<file path="src/rtl/core/ptsd_pkg.sv">
// ============================================================================
// ptsd_pkg - shared types and constants for the pitch scale-degree snap
// Field widths, register indexes, scale modes, the degree-to-semitone table
// and the width helpers that every stage derives its datapath from.
// ============================================================================
package ptsd_pkg;

   localparam int PITCH_W       = 15;
   localparam int ROOT_W        = 7;
   localparam int MODE_W        = 3;
   localparam int DEGREE_W      = 9;
   localparam int SEMI_OUT_W    = 10;
   localparam int CSR_INDEX_W   = 1;
   localparam int CSR_DATA_W    = 7;
   localparam int SCALE_SLOTS   = 12;

   localparam logic [CSR_INDEX_W-1:0] CSR_ROOT_NOTE  = 1'b0;
   localparam logic [CSR_INDEX_W-1:0] CSR_SCALE_MODE = 1'b1;

   localparam logic [ROOT_W-1:0] ROOT_RESET = 7'd60;

   typedef enum logic [MODE_W-1:0] {
      MODE_MAJOR      = 3'd0,
      MODE_MINOR      = 3'd1,
      MODE_MELODIC    = 3'd2,
      MODE_HARMONIC   = 3'd3,
      MODE_PHRYGIAN   = 3'd4,
      MODE_PENTATONIC = 3'd5,
      MODE_CHROMATIC  = 3'd6,
      MODE_OCTAVE     = 3'd7
   } mode_type;

   // semitone of each slot above the octave base, unused slots zero
   localparam logic [3:0] SCALE_TAB [8][SCALE_SLOTS] = '{
      '{4'd0, 4'd2, 4'd4, 4'd5, 4'd7, 4'd9,  4'd11, 4'd0, 4'd0, 4'd0, 4'd0,  4'd0},
      '{4'd0, 4'd2, 4'd3, 4'd5, 4'd7, 4'd8,  4'd10, 4'd0, 4'd0, 4'd0, 4'd0,  4'd0},
      '{4'd0, 4'd2, 4'd3, 4'd5, 4'd7, 4'd9,  4'd11, 4'd0, 4'd0, 4'd0, 4'd0,  4'd0},
      '{4'd0, 4'd2, 4'd3, 4'd5, 4'd7, 4'd8,  4'd11, 4'd0, 4'd0, 4'd0, 4'd0,  4'd0},
      '{4'd0, 4'd1, 4'd3, 4'd5, 4'd7, 4'd8,  4'd10, 4'd0, 4'd0, 4'd0, 4'd0,  4'd0},
      '{4'd0, 4'd3, 4'd5, 4'd7, 4'd10, 4'd12, 4'd15, 4'd0, 4'd0, 4'd0, 4'd0, 4'd0},
      '{4'd0, 4'd1, 4'd2, 4'd3, 4'd4, 4'd5,  4'd6,  4'd7, 4'd8, 4'd9, 4'd10, 4'd11},
      '{4'd0, 4'd0, 4'd0, 4'd0, 4'd0, 4'd0,  4'd0,  4'd0, 4'd0, 4'd0, 4'd0,  4'd0}
   };

   function automatic logic [3:0] degrees_per_oct(mode_type m);
      logic [3:0] n;
      unique case (m)
         MODE_CHROMATIC: n = 4'd12;
         MODE_OCTAVE:    n = 4'd1;
         default:        n = 4'd7;
      endcase
      return n;
   endfunction

   // bits of |pitch - root|
   function automatic int mag_width(int frac);
      return (PITCH_W > ROOT_W + frac) ? PITCH_W : ROOT_W + frac;
   endfunction

   function automatic int rel_width(int frac);
      return mag_width(frac) + 1;
   endfunction

   // bits of the rounded guess magnitude
   function automatic int quot_width(int frac);
      return mag_width(frac) + 3 - frac;
   endfunction

   function automatic int deg_width(int frac);
      return quot_width(frac) + 2;
   endfunction

   function automatic int semi_width(int frac);
      return deg_width(frac) + 5;
   endfunction

endpackage

</file>
<file path="src/rtl/core/ptsd_csr_if.sv">
// ============================================================================
// ptsd_csr_if - register write channel
// Valid/ready channel carrying a register index and write data.
// ============================================================================
interface ptsd_csr_if;
   import ptsd_pkg::*;

   logic                   valid;
   logic                   ready;
   logic [CSR_INDEX_W-1:0] index;
   logic [CSR_DATA_W-1:0]  data;

   modport source (output valid, index, data, input ready);
   modport sink   (input valid, index, data, output ready);

endinterface

</file>
<file path="src/rtl/core/ptsd_req_if.sv">
// ============================================================================
// ptsd_req_if - pitch request channel
// Valid/ready channel carrying one fixed-point pitch per request.
// ============================================================================
interface ptsd_req_if;
   import ptsd_pkg::*;

   logic               valid;
   logic               ready;
   logic [PITCH_W-1:0] pitch;

   modport source (output valid, pitch, input ready);
   modport sink   (input valid, pitch, output ready);

endinterface

</file>
<file path="src/rtl/core/ptsd_rsp_if.sv">
// ============================================================================
// ptsd_rsp_if - snapped degree response channel
// Valid/ready channel carrying the chosen degree and its semitone offset.
// ============================================================================
interface ptsd_rsp_if;
   import ptsd_pkg::*;

   logic                         valid;
   logic                         ready;
   logic signed [DEGREE_W-1:0]   degree;
   logic signed [SEMI_OUT_W-1:0] semitone_offset;

   modport source (output valid, degree, semitone_offset, input ready);
   modport sink   (input valid, degree, semitone_offset, output ready);

endinterface

</file>
<file path="src/rtl/core/pitch_to_scale_degree_snap.sv">
// ============================================================================
// pitch_to_scale_degree_snap - snap a fixed-point pitch to a scale degree
// Finds the degree of the configured scale nearest to the pitch, counted
// from the configured root, and returns it with its semitone offset.
// ============================================================================
//
//   channel  dir   handshake      payload
//   -------  ----  -------------  ------------------------------------------
//   csr_ch   in    valid / ready  index (0 root_note, 1 scale_mode), data
//   req_ch   in    valid / ready  pitch, unsigned, PITCH_FRACTION_BITS frac
//   rsp_ch   out   valid / ready  degree, semitone_offset (two's complement)
//
// One request per clock while the response side is not stalled; a request
// passes through one register stage each for the root offset, the
// scaling, the reciprocal divide, the octave split, the candidate lookup,
// the distances and the final pick (the output register).
// Reset clears every stage's valid bit and loads root 60, major mode.
// Each stage takes new data whenever it is empty or its successor moves,
// so a stalled response holds in place while bubbles behind it still fill.
// Register writes are always taken; write them only while the pipe is empty.
// ============================================================================
module pitch_to_scale_degree_snap #(
   parameter int PITCH_FRACTION_BITS = 8
) (
   input logic         clock,
   input logic         reset,
   ptsd_csr_if.sink    csr_ch,
   ptsd_req_if.sink    req_ch,
   ptsd_rsp_if.source  rsp_ch
);
   import ptsd_pkg::*;

   localparam int QW = quot_width(PITCH_FRACTION_BITS);
   localparam int RW = rel_width(PITCH_FRACTION_BITS);
   localparam int OW = deg_width(PITCH_FRACTION_BITS);
   localparam int SW = semi_width(PITCH_FRACTION_BITS);

   // configuration registers
   logic [ROOT_W-1:0] root_ff;
   mode_type          mode_ff;

   // guess -> split
   logic                 g_valid, g_ready, g_neg;
   logic [QW-1:0]        g_quot;
   logic signed [RW-1:0] g_rel;
   mode_type             g_mode;

   // split -> pick
   logic                 c_valid, c_ready;
   logic signed [OW-1:0] c_deg [3];
   logic signed [SW-1:0] c_semi [3];
   logic signed [RW-1:0] c_rel;

   // always take a register write; unknown indexes drop
   assign csr_ch.ready = 1'b1;

   always_ff @(posedge clock) begin
      if (reset) begin
         root_ff <= ROOT_RESET;
         mode_ff <= MODE_MAJOR;
      end else if (csr_ch.valid) begin
         unique case (csr_ch.index)
            CSR_ROOT_NOTE:  root_ff <= csr_ch.data[ROOT_W-1:0];
            CSR_SCALE_MODE: mode_ff <= mode_type'(csr_ch.data[MODE_W-1:0]);
            default:        ;
         endcase
      end
   end

   // offset from root, rounded guess of the degree magnitude
   ptsd_guess #(
      .FRAC_BITS (PITCH_FRACTION_BITS)
   ) u_guess (
      .clock      (clock),
      .reset      (reset),
      .in_valid   (req_ch.valid),
      .in_ready   (req_ch.ready),
      .in_pitch   (req_ch.pitch),
      .root_note  (root_ff),
      .scale_mode (mode_ff),
      .out_valid  (g_valid),
      .out_ready  (g_ready),
      .out_quot   (g_quot),
      .out_neg    (g_neg),
      .out_rel    (g_rel),
      .out_mode   (g_mode)
   );

   // guess-1, guess, guess+1 with their semitones
   ptsd_split #(
      .FRAC_BITS (PITCH_FRACTION_BITS)
   ) u_split (
      .clock     (clock),
      .reset     (reset),
      .in_valid  (g_valid),
      .in_ready  (g_ready),
      .in_quot   (g_quot),
      .in_neg    (g_neg),
      .in_rel    (g_rel),
      .in_mode   (g_mode),
      .out_valid (c_valid),
      .out_ready (c_ready),
      .out_deg   (c_deg),
      .out_semi  (c_semi),
      .out_rel   (c_rel)
   );

   // nearest candidate, held in the output register
   ptsd_pick #(
      .FRAC_BITS (PITCH_FRACTION_BITS)
   ) u_pick (
      .clock      (clock),
      .reset      (reset),
      .in_valid   (c_valid),
      .in_ready   (c_ready),
      .in_deg     (c_deg),
      .in_semi    (c_semi),
      .in_rel     (c_rel),
      .out_valid  (rsp_ch.valid),
      .out_ready  (rsp_ch.ready),
      .out_degree (rsp_ch.degree),
      .out_semi   (rsp_ch.semitone_offset)
   );

endmodule

</file>
<file path="src/rtl/core/ptsd_guess.sv">
// ============================================================================
// ptsd_guess - relative pitch and rounded degree guess
// Three stages: offset from root, scale by degrees per octave with rounding
// bias, divide by three through a reciprocal multiply.
// ============================================================================
module ptsd_guess #(
   parameter int FRAC_BITS = 8
) (
   input  logic                                         clock,
   input  logic                                         reset,
   input  logic                                         in_valid,
   output logic                                         in_ready,
   input  logic [ptsd_pkg::PITCH_W-1:0]                 in_pitch,
   input  logic [ptsd_pkg::ROOT_W-1:0]                  root_note,
   input  ptsd_pkg::mode_type                           scale_mode,
   output logic                                         out_valid,
   input  logic                                         out_ready,
   output logic [ptsd_pkg::quot_width(FRAC_BITS)-1:0]   out_quot,
   output logic                                         out_neg,
   output logic signed [ptsd_pkg::rel_width(FRAC_BITS)-1:0] out_rel,
   output ptsd_pkg::mode_type                           out_mode
);
   import ptsd_pkg::*;

   localparam int MW  = mag_width(FRAC_BITS);
   localparam int RW  = rel_width(FRAC_BITS);
   localparam int UW  = quot_width(FRAC_BITS);
   localparam int NW  = MW + 4;
   localparam int AW  = MW + 5;
   localparam int K   = UW + 2;
   localparam logic [K-1:0] RECIP3 = K'(((64'd1 << K) + 64'd2) / 64'd3);

   logic rdy1, rdy2, rdy3;

   // stage 1: pitch relative to root
   logic                 s1_v_ff;
   logic signed [RW-1:0] s1_rel_in, s1_rel_ff;
   logic [MW-1:0]        s1_mag_in, s1_mag_ff;
   mode_type             s1_mode_ff;

   // stage 2: scaled, biased, shifted down
   logic                 s2_v_ff;
   logic [NW-1:0]        s2_num;
   logic [AW-1:0]        s2_sum;
   logic [UW-1:0]        s2_u_in, s2_u_ff;
   logic signed [RW-1:0] s2_rel_ff;
   mode_type             s2_mode_ff;

   // stage 3: divide by three
   logic                 s3_v_ff;
   logic [UW+K-1:0]      s3_prod;
   logic [UW-1:0]        s3_q_in, s3_q_ff;
   logic signed [RW-1:0] s3_rel_ff;
   mode_type             s3_mode_ff;

   assign rdy3     = !s3_v_ff || out_ready;
   assign rdy2     = !s2_v_ff || rdy3;
   assign rdy1     = !s1_v_ff || rdy2;
   assign in_ready = rdy1;

   always_comb begin
      s1_rel_in = RW'(in_pitch) - (RW'(root_note) << FRAC_BITS);
      s1_mag_in = s1_rel_in[RW-1] ? MW'(-s1_rel_in) : MW'(s1_rel_in);
   end

   always_comb begin
      unique case (s1_mode_ff)
         MODE_CHROMATIC: s2_num = (NW'(s1_mag_ff) << 3) + (NW'(s1_mag_ff) << 2);
         MODE_OCTAVE:    s2_num = NW'(s1_mag_ff);
         default:        s2_num = (NW'(s1_mag_ff) << 3) - NW'(s1_mag_ff);
      endcase
      // half of twelve steps as rounding bias, then drop fraction and /4
      s2_sum  = AW'(s2_num) + (AW'(6) << FRAC_BITS);
      s2_u_in = UW'(s2_sum >> (FRAC_BITS + 2));
   end

   always_comb begin
      s3_prod = (UW+K)'(s2_u_ff) * (UW+K)'(RECIP3);
      s3_q_in = UW'(s3_prod >> K);
   end

   always_ff @(posedge clock) begin
      if (reset) begin
         s1_v_ff <= 1'b0;
         s2_v_ff <= 1'b0;
         s3_v_ff <= 1'b0;
      end else begin
         if (rdy1) s1_v_ff <= in_valid;
         if (rdy2) s2_v_ff <= s1_v_ff;
         if (rdy3) s3_v_ff <= s2_v_ff;
      end
   end

   always_ff @(posedge clock) begin
      if (rdy1 && in_valid) begin
         s1_rel_ff  <= s1_rel_in;
         s1_mag_ff  <= s1_mag_in;
         s1_mode_ff <= scale_mode;
      end
      if (rdy2 && s1_v_ff) begin
         s2_u_ff    <= s2_u_in;
         s2_rel_ff  <= s1_rel_ff;
         s2_mode_ff <= s1_mode_ff;
      end
      if (rdy3 && s2_v_ff) begin
         s3_q_ff    <= s3_q_in;
         s3_rel_ff  <= s2_rel_ff;
         s3_mode_ff <= s2_mode_ff;
      end
   end

   assign out_valid = s3_v_ff;
   assign out_quot  = s3_q_ff;
   assign out_neg   = s3_rel_ff[RW-1];
   assign out_rel   = s3_rel_ff;
   assign out_mode  = s3_mode_ff;

endmodule

</file>
<file path="src/rtl/core/ptsd_split.sv">
// ============================================================================
// ptsd_split - octave and slot of the guess and its two neighbours
// Two stages: floor division by degrees per octave, then slot wrap and
// table lookup for guess-1, guess and guess+1.
// ============================================================================
module ptsd_split #(
   parameter int FRAC_BITS = 8
) (
   input  logic                                              clock,
   input  logic                                              reset,
   input  logic                                              in_valid,
   output logic                                              in_ready,
   input  logic [ptsd_pkg::quot_width(FRAC_BITS)-1:0]        in_quot,
   input  logic                                              in_neg,
   input  logic signed [ptsd_pkg::rel_width(FRAC_BITS)-1:0]  in_rel,
   input  ptsd_pkg::mode_type                                in_mode,
   output logic                                              out_valid,
   input  logic                                              out_ready,
   output logic signed [ptsd_pkg::deg_width(FRAC_BITS)-1:0]  out_deg [3],
   output logic signed [ptsd_pkg::semi_width(FRAC_BITS)-1:0] out_semi [3],
   output logic signed [ptsd_pkg::rel_width(FRAC_BITS)-1:0]  out_rel
);
   import ptsd_pkg::*;

   localparam int QW = quot_width(FRAC_BITS);
   localparam int RW = rel_width(FRAC_BITS);
   localparam int OW = deg_width(FRAC_BITS);
   localparam int SW = semi_width(FRAC_BITS);
   localparam int K7 = QW + 3;
   localparam int K3 = QW;
   localparam logic [K7-1:0] RECIP7 = K7'(((64'd1 << K7) + 64'd6) / 64'd7);
   localparam logic [K3-1:0] RECIP3 = K3'(((64'd1 << K3) + 64'd2) / 64'd3);

   function automatic logic signed [SW-1:0] semi_of(logic signed [OW-1:0] oct,
                                                    logic [3:0] idx, mode_type m);
      logic signed [SW-1:0] o;
      o = SW'(oct);
      return (o <<< 3) + (o <<< 2) + SW'(SCALE_TAB[m][idx]);
   endfunction

   logic rdy4, rdy5;

   // stage 4: octave count of the guess magnitude
   logic                 s4_v_ff;
   logic [QW+K7-1:0]     s4_p7;
   logic [QW+K3-1:0]     s4_p3;
   logic [QW-1:0]        s4_qd_in, s4_qd_ff, s4_q_ff;
   logic                 s4_neg_ff;
   logic signed [RW-1:0] s4_rel_ff;
   mode_type             s4_mode_ff;

   // stage 5: candidates
   logic                 s5_v_ff;
   logic [3:0]           s5_n, s5_nq, s5_rem, s5_idx, s5_idx_lo, s5_idx_hi;
   logic signed [OW-1:0] s5_qd_s, s5_q_s, s5_gdeg, s5_oct, s5_oct_lo, s5_oct_hi;
   logic signed [OW-1:0] s5_deg_in [3];
   logic signed [SW-1:0] s5_semi_in [3];
   logic signed [OW-1:0] s5_deg_ff [3];
   logic signed [SW-1:0] s5_semi_ff [3];
   logic signed [RW-1:0] s5_rel_ff;

   assign rdy5     = !s5_v_ff || out_ready;
   assign rdy4     = !s4_v_ff || rdy5;
   assign in_ready = rdy4;

   always_comb begin
      s4_p7 = (QW+K7)'(in_quot) * (QW+K7)'(RECIP7);
      s4_p3 = (QW+K3)'(in_quot >> 2) * (QW+K3)'(RECIP3);
      unique case (in_mode)
         MODE_CHROMATIC: s4_qd_in = QW'(s4_p3 >> K3);
         MODE_OCTAVE:    s4_qd_in = in_quot;
         default:        s4_qd_in = QW'(s4_p7 >> K7);
      endcase
   end

   always_comb begin
      s5_n = degrees_per_oct(s4_mode_ff);
      // remainder only needs the low bits of q - qd*n
      unique case (s4_mode_ff)
         MODE_CHROMATIC: s5_nq = (s4_qd_ff[3:0] << 3) + (s4_qd_ff[3:0] << 2);
         MODE_OCTAVE:    s5_nq = s4_qd_ff[3:0];
         default:        s5_nq = (s4_qd_ff[3:0] << 3) - s4_qd_ff[3:0];
      endcase
      s5_rem  = s4_q_ff[3:0] - s5_nq;
      s5_qd_s = $signed(OW'(s4_qd_ff));
      s5_q_s  = $signed(OW'(s4_q_ff));
      s5_gdeg = s4_neg_ff ? -s5_q_s : s5_q_s;

      // floor division with a non-negative slot
      if (s4_neg_ff && s5_rem != 4'd0) begin
         s5_oct = ~s5_qd_s;
         s5_idx = s5_n - s5_rem;
      end else begin
         s5_oct = s4_neg_ff ? -s5_qd_s : s5_qd_s;
         s5_idx = s5_rem;
      end

      if (s5_idx == 4'd0) begin
         s5_idx_lo = s5_n - 4'd1;
         s5_oct_lo = s5_oct - OW'(1);
      end else begin
         s5_idx_lo = s5_idx - 4'd1;
         s5_oct_lo = s5_oct;
      end

      if (s5_idx == s5_n - 4'd1) begin
         s5_idx_hi = 4'd0;
         s5_oct_hi = s5_oct + OW'(1);
      end else begin
         s5_idx_hi = s5_idx + 4'd1;
         s5_oct_hi = s5_oct;
      end

      s5_deg_in[0]  = s5_gdeg - OW'(1);
      s5_deg_in[1]  = s5_gdeg;
      s5_deg_in[2]  = s5_gdeg + OW'(1);
      s5_semi_in[0] = semi_of(s5_oct_lo, s5_idx_lo, s4_mode_ff);
      s5_semi_in[1] = semi_of(s5_oct, s5_idx, s4_mode_ff);
      s5_semi_in[2] = semi_of(s5_oct_hi, s5_idx_hi, s4_mode_ff);
   end

   always_ff @(posedge clock) begin
      if (reset) begin
         s4_v_ff <= 1'b0;
         s5_v_ff <= 1'b0;
      end else begin
         if (rdy4) s4_v_ff <= in_valid;
         if (rdy5) s5_v_ff <= s4_v_ff;
      end
   end

   always_ff @(posedge clock) begin
      if (rdy4 && in_valid) begin
         s4_qd_ff   <= s4_qd_in;
         s4_q_ff    <= in_quot;
         s4_neg_ff  <= in_neg;
         s4_rel_ff  <= in_rel;
         s4_mode_ff <= in_mode;
      end
      if (rdy5 && s4_v_ff) begin
         s5_deg_ff  <= s5_deg_in;
         s5_semi_ff <= s5_semi_in;
         s5_rel_ff  <= s4_rel_ff;
      end
   end

   assign out_valid = s5_v_ff;
   assign out_deg   = s5_deg_ff;
   assign out_semi  = s5_semi_ff;
   assign out_rel   = s5_rel_ff;

endmodule

</file>
<file path="src/rtl/core/ptsd_pick.sv">
// ============================================================================
// ptsd_pick - distance compare and output register
// Two stages: absolute distance of each candidate to the pitch, then pick
// the nearest, lower degree first on a tie.
// ============================================================================
module ptsd_pick #(
   parameter int FRAC_BITS = 8
) (
   input  logic                                              clock,
   input  logic                                              reset,
   input  logic                                              in_valid,
   output logic                                              in_ready,
   input  logic signed [ptsd_pkg::deg_width(FRAC_BITS)-1:0]  in_deg [3],
   input  logic signed [ptsd_pkg::semi_width(FRAC_BITS)-1:0] in_semi [3],
   input  logic signed [ptsd_pkg::rel_width(FRAC_BITS)-1:0]  in_rel,
   output logic                                              out_valid,
   input  logic                                              out_ready,
   output logic signed [ptsd_pkg::DEGREE_W-1:0]              out_degree,
   output logic signed [ptsd_pkg::SEMI_OUT_W-1:0]            out_semi
);
   import ptsd_pkg::*;

   localparam int RW = rel_width(FRAC_BITS);
   localparam int OW = deg_width(FRAC_BITS);
   localparam int SW = semi_width(FRAC_BITS);
   localparam int XW = ((SW + FRAC_BITS > RW) ? SW + FRAC_BITS : RW) + 1;

   logic rdy6, rdy7;

   // stage 6: distances
   logic                 s6_v_ff;
   logic signed [XW-1:0] s6_diff [3];
   logic [XW-1:0]        s6_dist_in [3];
   logic [XW-1:0]        s6_dist_ff [3];
   logic signed [OW-1:0] s6_deg_ff [3];
   logic signed [SW-1:0] s6_semi_ff [3];

   // stage 7: selection, output register
   logic                          s7_v_ff;
   logic [1:0]                    s7_sel;
   logic [XW-1:0]                 s7_best_dist;
   logic signed [DEGREE_W-1:0]    s7_deg_in, s7_deg_ff;
   logic signed [SEMI_OUT_W-1:0]  s7_semi_in, s7_semi_ff;

   assign rdy7     = !s7_v_ff || out_ready;
   assign rdy6     = !s6_v_ff || rdy7;
   assign in_ready = rdy6;

   always_comb begin
      for (int i = 0; i < 3; i++) begin
         s6_diff[i]    = (XW'(in_semi[i]) <<< FRAC_BITS) - XW'(in_rel);
         s6_dist_in[i] = s6_diff[i][XW-1] ? XW'(-s6_diff[i]) : XW'(s6_diff[i]);
      end
   end

   always_comb begin
      // strict compares keep the lower degree on a tie
      if (s6_dist_ff[1] < s6_dist_ff[0]) begin
         s7_sel       = 2'd1;
         s7_best_dist = s6_dist_ff[1];
      end else begin
         s7_sel       = 2'd0;
         s7_best_dist = s6_dist_ff[0];
      end
      if (s6_dist_ff[2] < s7_best_dist) begin
         s7_sel = 2'd2;
      end
      s7_deg_in  = s6_deg_ff[s7_sel][DEGREE_W-1:0];
      s7_semi_in = s6_semi_ff[s7_sel][SEMI_OUT_W-1:0];
   end

   always_ff @(posedge clock) begin
      if (reset) begin
         s6_v_ff <= 1'b0;
         s7_v_ff <= 1'b0;
      end else begin
         if (rdy6) s6_v_ff <= in_valid;
         if (rdy7) s7_v_ff <= s6_v_ff;
      end
   end

   always_ff @(posedge clock) begin
      if (rdy6 && in_valid) begin
         s6_dist_ff <= s6_dist_in;
         s6_deg_ff  <= in_deg;
         s6_semi_ff <= in_semi;
      end
      if (rdy7 && s6_v_ff) begin
         s7_deg_ff  <= s7_deg_in;
         s7_semi_ff <= s7_semi_in;
      end
   end

   assign out_valid  = s7_v_ff;
   assign out_degree = s7_deg_ff;
   assign out_semi   = s7_semi_ff;

endmodule

</file>
<file path="src/flat_wrapper.sv">
// flat-port wrapper written by rule: the top's interface ports become plain ports
module pitch_to_scale_degree_snap_flat import ptsd_pkg::*;
#(
   parameter int PITCH_FRACTION_BITS = 8
)
  (clock, reset, csr_ch_valid, csr_ch_index, csr_ch_data, csr_ch_ready, req_ch_valid, req_ch_pitch, req_ch_ready, rsp_ch_valid, rsp_ch_degree, rsp_ch_semitone_offset, rsp_ch_ready);
  ptsd_csr_if csr_ch_i ();
  ptsd_req_if req_ch_i ();
  ptsd_rsp_if rsp_ch_i ();
  input logic clock;
  input logic reset;
  input wire logic [$bits(csr_ch_i.valid)-1:0] csr_ch_valid;
  input wire logic [$bits(csr_ch_i.index)-1:0] csr_ch_index;
  input wire logic [$bits(csr_ch_i.data)-1:0] csr_ch_data;
  output wire logic [$bits(csr_ch_i.ready)-1:0] csr_ch_ready;
  input wire logic [$bits(req_ch_i.valid)-1:0] req_ch_valid;
  input wire logic [$bits(req_ch_i.pitch)-1:0] req_ch_pitch;
  output wire logic [$bits(req_ch_i.ready)-1:0] req_ch_ready;
  output wire logic [$bits(rsp_ch_i.valid)-1:0] rsp_ch_valid;
  output wire logic [$bits(rsp_ch_i.degree)-1:0] rsp_ch_degree;
  output wire logic [$bits(rsp_ch_i.semitone_offset)-1:0] rsp_ch_semitone_offset;
  input wire logic [$bits(rsp_ch_i.ready)-1:0] rsp_ch_ready;
  assign csr_ch_i.valid = csr_ch_valid;
  assign csr_ch_i.index = csr_ch_index;
  assign csr_ch_i.data = csr_ch_data;
  assign csr_ch_ready = csr_ch_i.ready;
  assign req_ch_i.valid = req_ch_valid;
  assign req_ch_i.pitch = req_ch_pitch;
  assign req_ch_ready = req_ch_i.ready;
  assign rsp_ch_valid = rsp_ch_i.valid;
  assign rsp_ch_degree = rsp_ch_i.degree;
  assign rsp_ch_semitone_offset = rsp_ch_i.semitone_offset;
  assign rsp_ch_i.ready = rsp_ch_ready;
  pitch_to_scale_degree_snap #(.PITCH_FRACTION_BITS(PITCH_FRACTION_BITS)) u_core (.clock(clock), .reset(reset), .csr_ch(csr_ch_i), .req_ch(req_ch_i), .rsp_ch(rsp_ch_i));
endmodule
</file>
<file path="config.mk">
export PLATFORM = sky130hd
export DESIGN_NAME = pitch_to_scale_degree_snap_flat
export DESIGN_NICKNAME = d
export VERILOG_FILES = /design/src/rtl/core/ptsd_pkg.sv /design/src/rtl/core/ptsd_csr_if.sv /design/src/rtl/core/ptsd_req_if.sv /design/src/rtl/core/ptsd_rsp_if.sv /design/src/rtl/core/pitch_to_scale_degree_snap.sv /design/src/rtl/core/ptsd_guess.sv /design/src/rtl/core/ptsd_split.sv /design/src/rtl/core/ptsd_pick.sv /design/src/flat_wrapper.sv
export SDC_FILE = /design/constraint.sdc
export NUM_CORES = 1
export LEC_CHECK = 0
export ABC_AREA = 1
export BUFFER_PORTS_ARGS = -buffer_cell sky130_fd_sc_hd__buf_4
export CAP_MARGIN = 20
export CELL_PAD_IN_SITES_DETAIL_PLACEMENT = 1
export CELL_PAD_IN_SITES_GLOBAL_PLACEMENT = 1
export CORE_ASPECT_RATIO = 1.2
export CORE_MARGIN = 2
export CORE_UTILIZATION = 48
export CTS_CLUSTER_DIAMETER = 80
export CTS_CLUSTER_SIZE = 10
export DETAILED_ROUTE_END_ITERATION = 16
export GPL_ROUTABILITY_DRIVEN = 0
export PLACE_DENSITY = 0.88
export SYNTH_ARGS = -nofsm -noshare
export SYNTH_HDL_FRONTEND = slang
export SYNTH_HIERARCHICAL = 1
export SYNTH_SLANG_ARGS = --single-unit
</file>
<file path="constraint.sdc">
create_clock -name clock -period 8.2 [get_ports clock]
set_clock_uncertainty 0.05 [all_clocks]
set_input_delay 0.41 -clock clock [delete_from_list [all_inputs] [get_ports clock]]
set_output_delay 0.41 -clock clock [all_outputs]
set_load 0.005 [all_outputs]
</file>
# Word-level counts from Yosys, hierarchy flattened
# Memories as Yosys holds them, arrays and structs flattened.
# Index checks and enable logic that the tools add are counted.
# word_totals
latchBits,0
ram_bits,0
rom_bits,384
reg_bits,434
output_inout_bits,22
memories,1
# memory_table
name,depth,width,rd,rd_clocked_by_memory_dff,write_ports,line_no,source
(no name shown),8,48,1,0,0,ptsd_split.sv:38,return (o <<< 3) + (o <<< 2) + SW'(SCALE_TAB[m][idx]);
# classes
n_mux,36
n_bitwise,7
multipliers,3
reduce_logical,26
addsub,30
div,0
magnitude_cmp,7
n_eq_ne,7
shifts,0
# ops
op,n
2-to-1 mux 48 bit,2
negation 26 bit,3
subtractor 25 x 16 -> 26 bit,3
2-to-1 mux 25 bit,3
2-to-1 mux 12 bit,5
less-than comparator 26 bit,2
adder 16 x 5 -> 17 bit,3
adder 15 x 14 -> 16 bit,3
binary-select mux 4 bit (select 4 bit),3
case mux 19 bit (2 select lines),1
2-to-1 mux 4 bit,9
binary-select mux 17 bit (select 2 bit),1
2-to-1 mux 26 bit,1
"adder 12 x 2 -> 12 bit, second input constant",2
binary-select mux 12 bit (select 2 bit),1
"subtractor 12 x 2 -> 12 bit, second input constant",2
"adder 19 x 11 -> 20 bit, second input constant",1
"multiplier 10 x 10 -> 20 bit, second input constant",1
"multiplier 9 x 11 -> 20 bit, second input constant",1
2-to-1 mux 10 bit,2
adder 18 x 17 -> 19 bit,1
subtractor 18 x 15 -> 19 bit,1
"== test 3 bit, second input constant",6
2-to-1 mux 9 bit,2
29 further kinds,57

# Longest topological paths before layout
# Gate-level depths: netlist of run 1.
# depth
depth_word,13
mapped_depth,45

# Cells and area by module
# The synthesis of run 1 kept the hierarchy.
# modules_own_cells
mod,cells_each,area_each_um2,seq_area_each_um2,instances
ptsd_pick,1828,12871.1,4574.4,1
ptsd_split,1336,12309.3,4304.1,1
ptsd_guess,886,7541.0,2762.6,1
pitch_to_scale_degree_snap,55,401.6,200.2,1

# Worst setup path before layout of run 1
# No wires, ideal clock.
# synth_timing
kind,register -> register
from,register u_core.u_split.s4_mode_ff[0]
to,"register u_core.u_split.s5_semi_ff, in the netlist u_core/u_split/out_semi[15], data pin"
t_required_ns,7.888
path_slack_ns,1.582
arrival_time_ns,6.305
path_stages_with_launch,40
setup_ns,0.262
path_buffers,1
path_cell_list,edfxtp_1 ha_1 nor2_1 nor2_1 ha_1 fa_1 xnor2_1 inv_1 ha_1 a21oi_1 nand2_1 o21ai_0 nand2_1 o31ai_2 nand2_4 nand2_1 nand2_1 nor2_2 [4 not listed] nand3_1 o21ai_1 nand3_1 nand2_1 fa_1 ha_1 inv_1 fa_1 nand3b_1 and2_1 o21ai_0 a21o_1 a21oi_1 o21ai_0 nand2_1 inv_1 o21ai_0 xor2_1
# synth_lines
element,line_no,source
"start, declared",ptsd_split.sv:50,mode_type s4_mode_ff;
"start signal, assigned",ptsd_split.sv:138,s4_mode_ff <= in_mode;
"end signal, assigned",ptsd_split.sv:142,s5_semi_ff <= s5_semi_in;
"end, declared",ptsd_split.sv:59,logic signed [SW-1:0] s5_semi_ff [3];

==> key figures, run 1 <==
Layout
  – Layout cell share with drive strength beyond 1: 7.18%
  – Final #Nets: 4641
  – Non-Filler Instances: 5082
  – Commonest non-fill, non-tap cell in the layout: nand2_1
  – Commonest non-fill, non-tap cells in the layout: nand2_1, inv_1, ha_1
  – Synth-to-layout area growth: 8.95%
  – Final core utilization: 53.0%

Clock tree
  – Worst-skew pair later-pin latency: 620 ps
  – CTS tree: done
  – Clock transition at path regs: 60 ps
  – Max Root-Sink Buffers: 3
  – Inserted Clock Buffers: 47
  – Root buffer cell: clkbuf_16
  – Clock sink total: 390
  – Max H-tree Level: 2

Floorplanning
  – Core Box Area: 0.0673 sq mm
  – Die Ht: 290 um
  – Chip width: 242 um
  – # IOs: 50
  – Die ar.: 0.0702 sq mm
  – Initial Utilization: 48.6%
  – Core Rows: 104

Global route
  – Grt ovf: 0
  – Vias in the first global route: 31500
  – Largest net degree at the start of global routing: 80
  – Initial antenna violation count: 2
  – First-pass GRT wire length: 169000 um
  – Total track usage: 30.5%

Drt
  – M1 wire length: 40000 um
  – Total Routed Length: 108000 um
  – WL met2: 55200 um
  – Uppermost routed layer: met4
  – Met3 wire len: 4390 um
  – DRT Pass-1 Iters: 6
  – Antenna Nets Post-Route: 0
  – Vias: 28700
  – Vias per inst: 5.64
  – Initial DRC Count: 1803
  – Mean routed wirelength per cell: 21.2 um
  – Residual DRC: 0

Setup path
  – CP top delay family: simple AND/OR/NAND/NOR gates
  – Max FO, Critical Path: 22
  – Reg-to-reg setup timing slack: 380 ps
  – WP data required: 8520 ps
  – Critical path type: register to register
  – CP max-delay cell: o21ai_0
  – Crit end category: register
  – Critical Path Start Type: register
  – CP arrival: 8140 ps
  – Critical path buffer and inverter count: 5
  – Critical path's largest stage delay: 500 ps

Timing
  – Tmin final: 7820 ps
  – Final period util: 95.4%
  – Final setup violation count: 0
  – Worst slew margin: 23.8%
  – Worst-Margin Slew: 1140 ps
  – Final-report max-slew violation count: 0
  – Hold_ws: 25.1 ps
  – Fin Setup TNS: 0 ps
  – F_max: 0.128 GHz
  – Final hold vios: 0

Synth
  – Cells after Synth: 4071
  – Synthesized cell area: 0.0327 sq mm
  – Syn Nets: 4558
  – Synth Warn #: 6
  – Average size of a mapped cell: 8.03 sq um

Pwr
  – Final Power: 11.2 mW
  – Leakage power: 17.3 nW
  – Power per standard cell area: 314 mW/mm^2
  – VDD IR max: 0.000641 V

Min path
  – Hold crit path type: input pin to register

Place
  – Post-DP HPWL: 80300 um
  – IO buf count: 48
  – Placed Cells: 4989

Run
  – Maximum Capacitance Violations: 0

Outcome
  – Status: finished, final reports clean
registers in the layout, indices dropped and copies added (netlist names), 9 cells and up:
name,flops
u_core/u_pick/s6_dist_ff,75
u_core/u_split/out_semi,51
u_core/u_pick/s6_semi_ff,30
u_core/u_pick/s6_deg_ff,27
u_core/u_split/out_deg,26
u_core/u_guess/out_rel,16
u_core/u_guess/s1_rel_ff,16
u_core/u_guess/s2_rel_ff,16
u_core/u_split/out_rel,16
u_core/u_split/s4_rel_ff,16
u_core/u_guess/s1_mag_ff,14
u_core/u_guess/s2_u_ff,10
u_core/u_pick/out_semi,10
u_core/u_split/s4_qd_ff,10
u_core/u_guess/out_quot,9
u_core/u_pick/out_degree,9
u_core/u_split/s4_q_ff,9
what timing repair did:
item,CTS,global route
setup endpoints to repair,0,4
resized for setup,0,6
hold buffers,11,0
hold endpoints to repair,11,0
buffers inserted,0,3
metal layers:
layer,vias up,track usage [%]
li1,13400,-
met1,13900,32.2
met2,952,56.0
met3,419,3.83
met4,0,21.5
met5,-,0
through the flow:
stage	area, sq um	worst slack (ps)
3_3_place_gp	34000	957
5_1_grt	35600	-99.3
3_5_place_dp	34000	551
2_1_floorplan	32700	1580
6_report	35600	376
4_1_cts	35500	352
area by class of cell:
cell class,instances,area (sq um)
diodes,1,2.50
multi-input cells,2923,18200
well taps,901,1130
clock buffers,68,1290
inverters,718,2710
fillers,8266,31700
flip-flops and latches,390,11500
clock inverters,7,96.3
repair buffers,74,628
worst paths after layout:
path	startpoint	cells past startpoint	endpoint
min reg2reg	u_core/u_split/out_deg[8]$_DFFE_PP_	0	u_core/u_pick/s6_deg_ff[8]$_DFFE_PP_
max reg2reg	u_core/u_split/s4_mode_ff[0]$_DFFE_PP_	34	u_core/u_split/out_semi[49]$_DFFE_PP_
min	reset	2	u_core/u_guess/s2_v_ff$_SDFFE_PP0P_
max	u_core/u_split/s4_mode_ff[0]$_DFFE_PP_	34	u_core/u_split/out_semi[49]$_DFFE_PP_
worst register-to-register path, delay by kind of cell, from the launching register on:
kind / cells / cell delay [ps]
flip-flops: 1 / 490
adder cells (fa/ha/maj): 6 / 2110
AO/OA/AOI/OAI: 10 / 2110
buffers and inverters: 5 / 720
AND/OR/NAND/NOR: 13 / 2120
where the power goes:
| part | total, mW | internal, mW | switching (mW) |
|---|---|---|---|
| clock | 2.00 | 1.09 | 0.903 |
| sequential | 2.61 | 2.47 | 0.142 |
| combinational | 6.57 | 2.36 | 4.21 |
(Power assumes the default switching activity.)
==> run 2, diff against run 1 <==
--- a/config.mk
+++ b/config.mk
@@ -7,11 +7,11 @@
 export LEC_CHECK = 0
 export ABC_AREA = 1
 export BUFFER_PORTS_ARGS = -buffer_cell sky130_fd_sc_hd__buf_4
-export CAP_MARGIN = 20
+export CAP_MARGIN = 30
 export CELL_PAD_IN_SITES_DETAIL_PLACEMENT = 1
 export CELL_PAD_IN_SITES_GLOBAL_PLACEMENT = 1
 export CORE_ASPECT_RATIO = 1.2
-export CORE_MARGIN = 2
+export CORE_MARGIN = 10
 export CORE_UTILIZATION = 48
 export CTS_CLUSTER_DIAMETER = 80
 export CTS_CLUSTER_SIZE = 10
==> constraint.sdc (replaced) <==
create_clock -name clock -period 9.7 [get_ports clock]
set_clock_uncertainty 0.05 [all_clocks]
set_input_delay 0.485 -clock clock [delete_from_list [all_inputs] [get_ports clock]]
set_output_delay 0.485 -clock clock [all_outputs]
set_load 0.005 [all_outputs]
==> run 2 against run 1 <==
  * Critical path type unchanged
  * Final cell count fell by 0.30%
  * Highest routed layer unchanged
  * Die area rose by 12%
  * Clock power fell by 21%
  * Largest power group unchanged
==> key figures, run 2 (same netlist as run 1, synthesis figures left out) <==
Pwr
  – VDD IR max: 0.000547 V
  – Leakage power: 17.2 nW
  – Final Power: 9.28 mW
  – Power per standard cell area: 262 mW/mm^2

Drt
  – DRT Pass-1 Iters: 6
  – Mean routed wirelength per cell: 21.2 um
  – Initial DRC Count: 1745
  – Antenna Nets Post-Route: 0
  – Total Routed Length: 108000 um
  – Residual DRC: 0
  – Vias per inst: 5.66
  – Vias: 28700

Min path
  – Hold crit path type: input pin to register
  – Hold path start: req_ch_pitch[0]

Timing
  – PnR worst setup slack: 1240 ps
  – Final-report max-slew violation count: 0
  – Final period util: 87.2%
  – Worst slew margin: 34.2%
  – Final setup violation count: 0
  – Final hold vios: 0
  – Unrepaired setup endpoints after global routing: no
  – Tmin final: 8460 ps
  – Worst-Margin Slew: 985 ps
  – Fin Setup TNS: 0 ps
  – F_max: 0.118 GHz

Place
  – Pre-CTS setup slack: 1870 ps
  – Placed Cells: 4992
  – IO buf count: 48
  – Post-DP HPWL: 82000 um

Floorplanning
  – Die ar.: 0.0790 sq mm
  – Core Box Area: 0.0673 sq mm
  – Core Rows: 104
  – Die Ht: 306 um
  – Chip width: 258 um
  – Initial Utilization: 48.6%
  – # IOs: 50

Global route
  – Initial antenna violation count: 0
  – Grt ovf: 0
  – Largest net degree at the start of global routing: 80
  – Total track usage: 26.5%
  – Vias in the first global route: 31300
  – First-pass GRT wire length: 167000 um

Setup path
  – CP arrival: 8770 ps
  – RR Startpoint: u_core/u_split/s4_mode_ff[2]$_DFFE_PP_
  – Critical path's largest stage delay: 660 ps
  – Crit end category: register
  – Max FO, Critical Path: 22
  – CP max-delay cell: xor2_1
  – Crit path from: u_core/u_split/s4_mode_ff[2]$_DFFE_PP_
  – Critical path type: register to register
  – WP data required: 10010 ps
  – Critical Path Start Type: register

Clock tree
  – Hold Buf Count CTS: 0
  – Clock sink total: 390
  – Post-CTS sizing: 0
  – Worst-skew pair later-pin latency: 600 ps
  – Inserted Clock Buffers: 45
  – Root buffer cell: clkbuf_16
  – Post-CTS setup buffer count: 0
  – Max H-tree Level: 2
  – CTS tree: done
  – Clock transition at path regs: 60 ps
  – Max Root-Sink Buffers: 3

Layout
  – Commonest non-fill, non-tap cells in the layout: nand2_1, inv_1, ha_1
  – Synth-to-layout area growth: 8.30%
  – Non-Filler Instances: 5067
  – Reg with most FFs: u_core/u_pick/s6_dist_ff
  – Diodes inserted: 0
  – Max reg flops: 75
  – Commonest non-fill, non-tap cell in the layout: nand2_1
  – Final #Nets: 4627
  – Fill cells: 8260
  – Layout cell share with drive strength beyond 1: 6.99%

Outcome
  – Status: finished, final reports clean

Run
  – Maximum Capacitance Violations: 0
## run 2: cell types whose count changed in the layout (fill, tap and decap cells not counted), moves of 2 or more
cell and delta:
buf_16 +2, clkbuf_16 -3, dlygate4sd3_1 -11, clkbuf_1 +4, buf_4 -2
## run 2: layout make-up
cell class                 instances  area (sq um)  area share (%)
multi-input combinational       2923         18200            51.4
sequential                       390         11500            32.6
inverter                         718          2700            7.63
clock buffer                      68          1210            3.42
tap                              901          1130            3.18
timing repair buffer              62           538            1.52
clock inverter                     5          72.6           0.205
## run 2: worst max-delay path, delay by kind of cell (launching register included)
family	cells	cell delay, ps
adder cells (fa/ha/maj)	5	1850
AO/OA/AOI/OAI	4	840
AND/OR/NAND/NOR	16	3080
flip-flops	1	580
XOR/XNOR	1	660
buffers and inverters	7	1120
## run 2: path summary, 6_finish.rpt
| check | to | slack (ps) | cells past startpoint |
|---|---|---|---|
| max | u_core/u_split/out_semi[49]$_DFFE_PP_ | 1240 | 33 |
| min | u_core/u_guess/s1_rel_ff[0]$_DFFE_PP_ | 50 | 1 |
| min reg2reg | u_core/u_pick/s6_deg_ff[30]$_DFFE_PP_ | 370 | 0 |
| max reg2reg | u_core/u_split/out_semi[49]$_DFFE_PP_ | 1240 | 33 |
## run 2: per-stage QoR
step	hold WS [ps]	instance area, sq um	utilization [%]
final	45.9	35400	52.6
after global placement	350	34000	50.6
after floorplan	350	32700	-
after detailed placement	355	34100	50.6
after CTS	22.6	35400	52.5
after global routing	31.9	35400	52.6
## run 2: power by group
group	switching (mW)	leakage (nW)	internal (mW)	total, mW
Combinational	3.52	13.1	1.98	5.49
Clock	0.717	0.615	0.863	1.58
Sequential	0.119	3.55	2.09	2.21
Total	4.35	17.2	4.93	9.28
## run 2: per-layer routing
metal	track usage (%)	wire [um]
met1	27.3	39100
met2	49.7	56300
met3	3.34	4470
met4	17.2	7620
met5	0	0
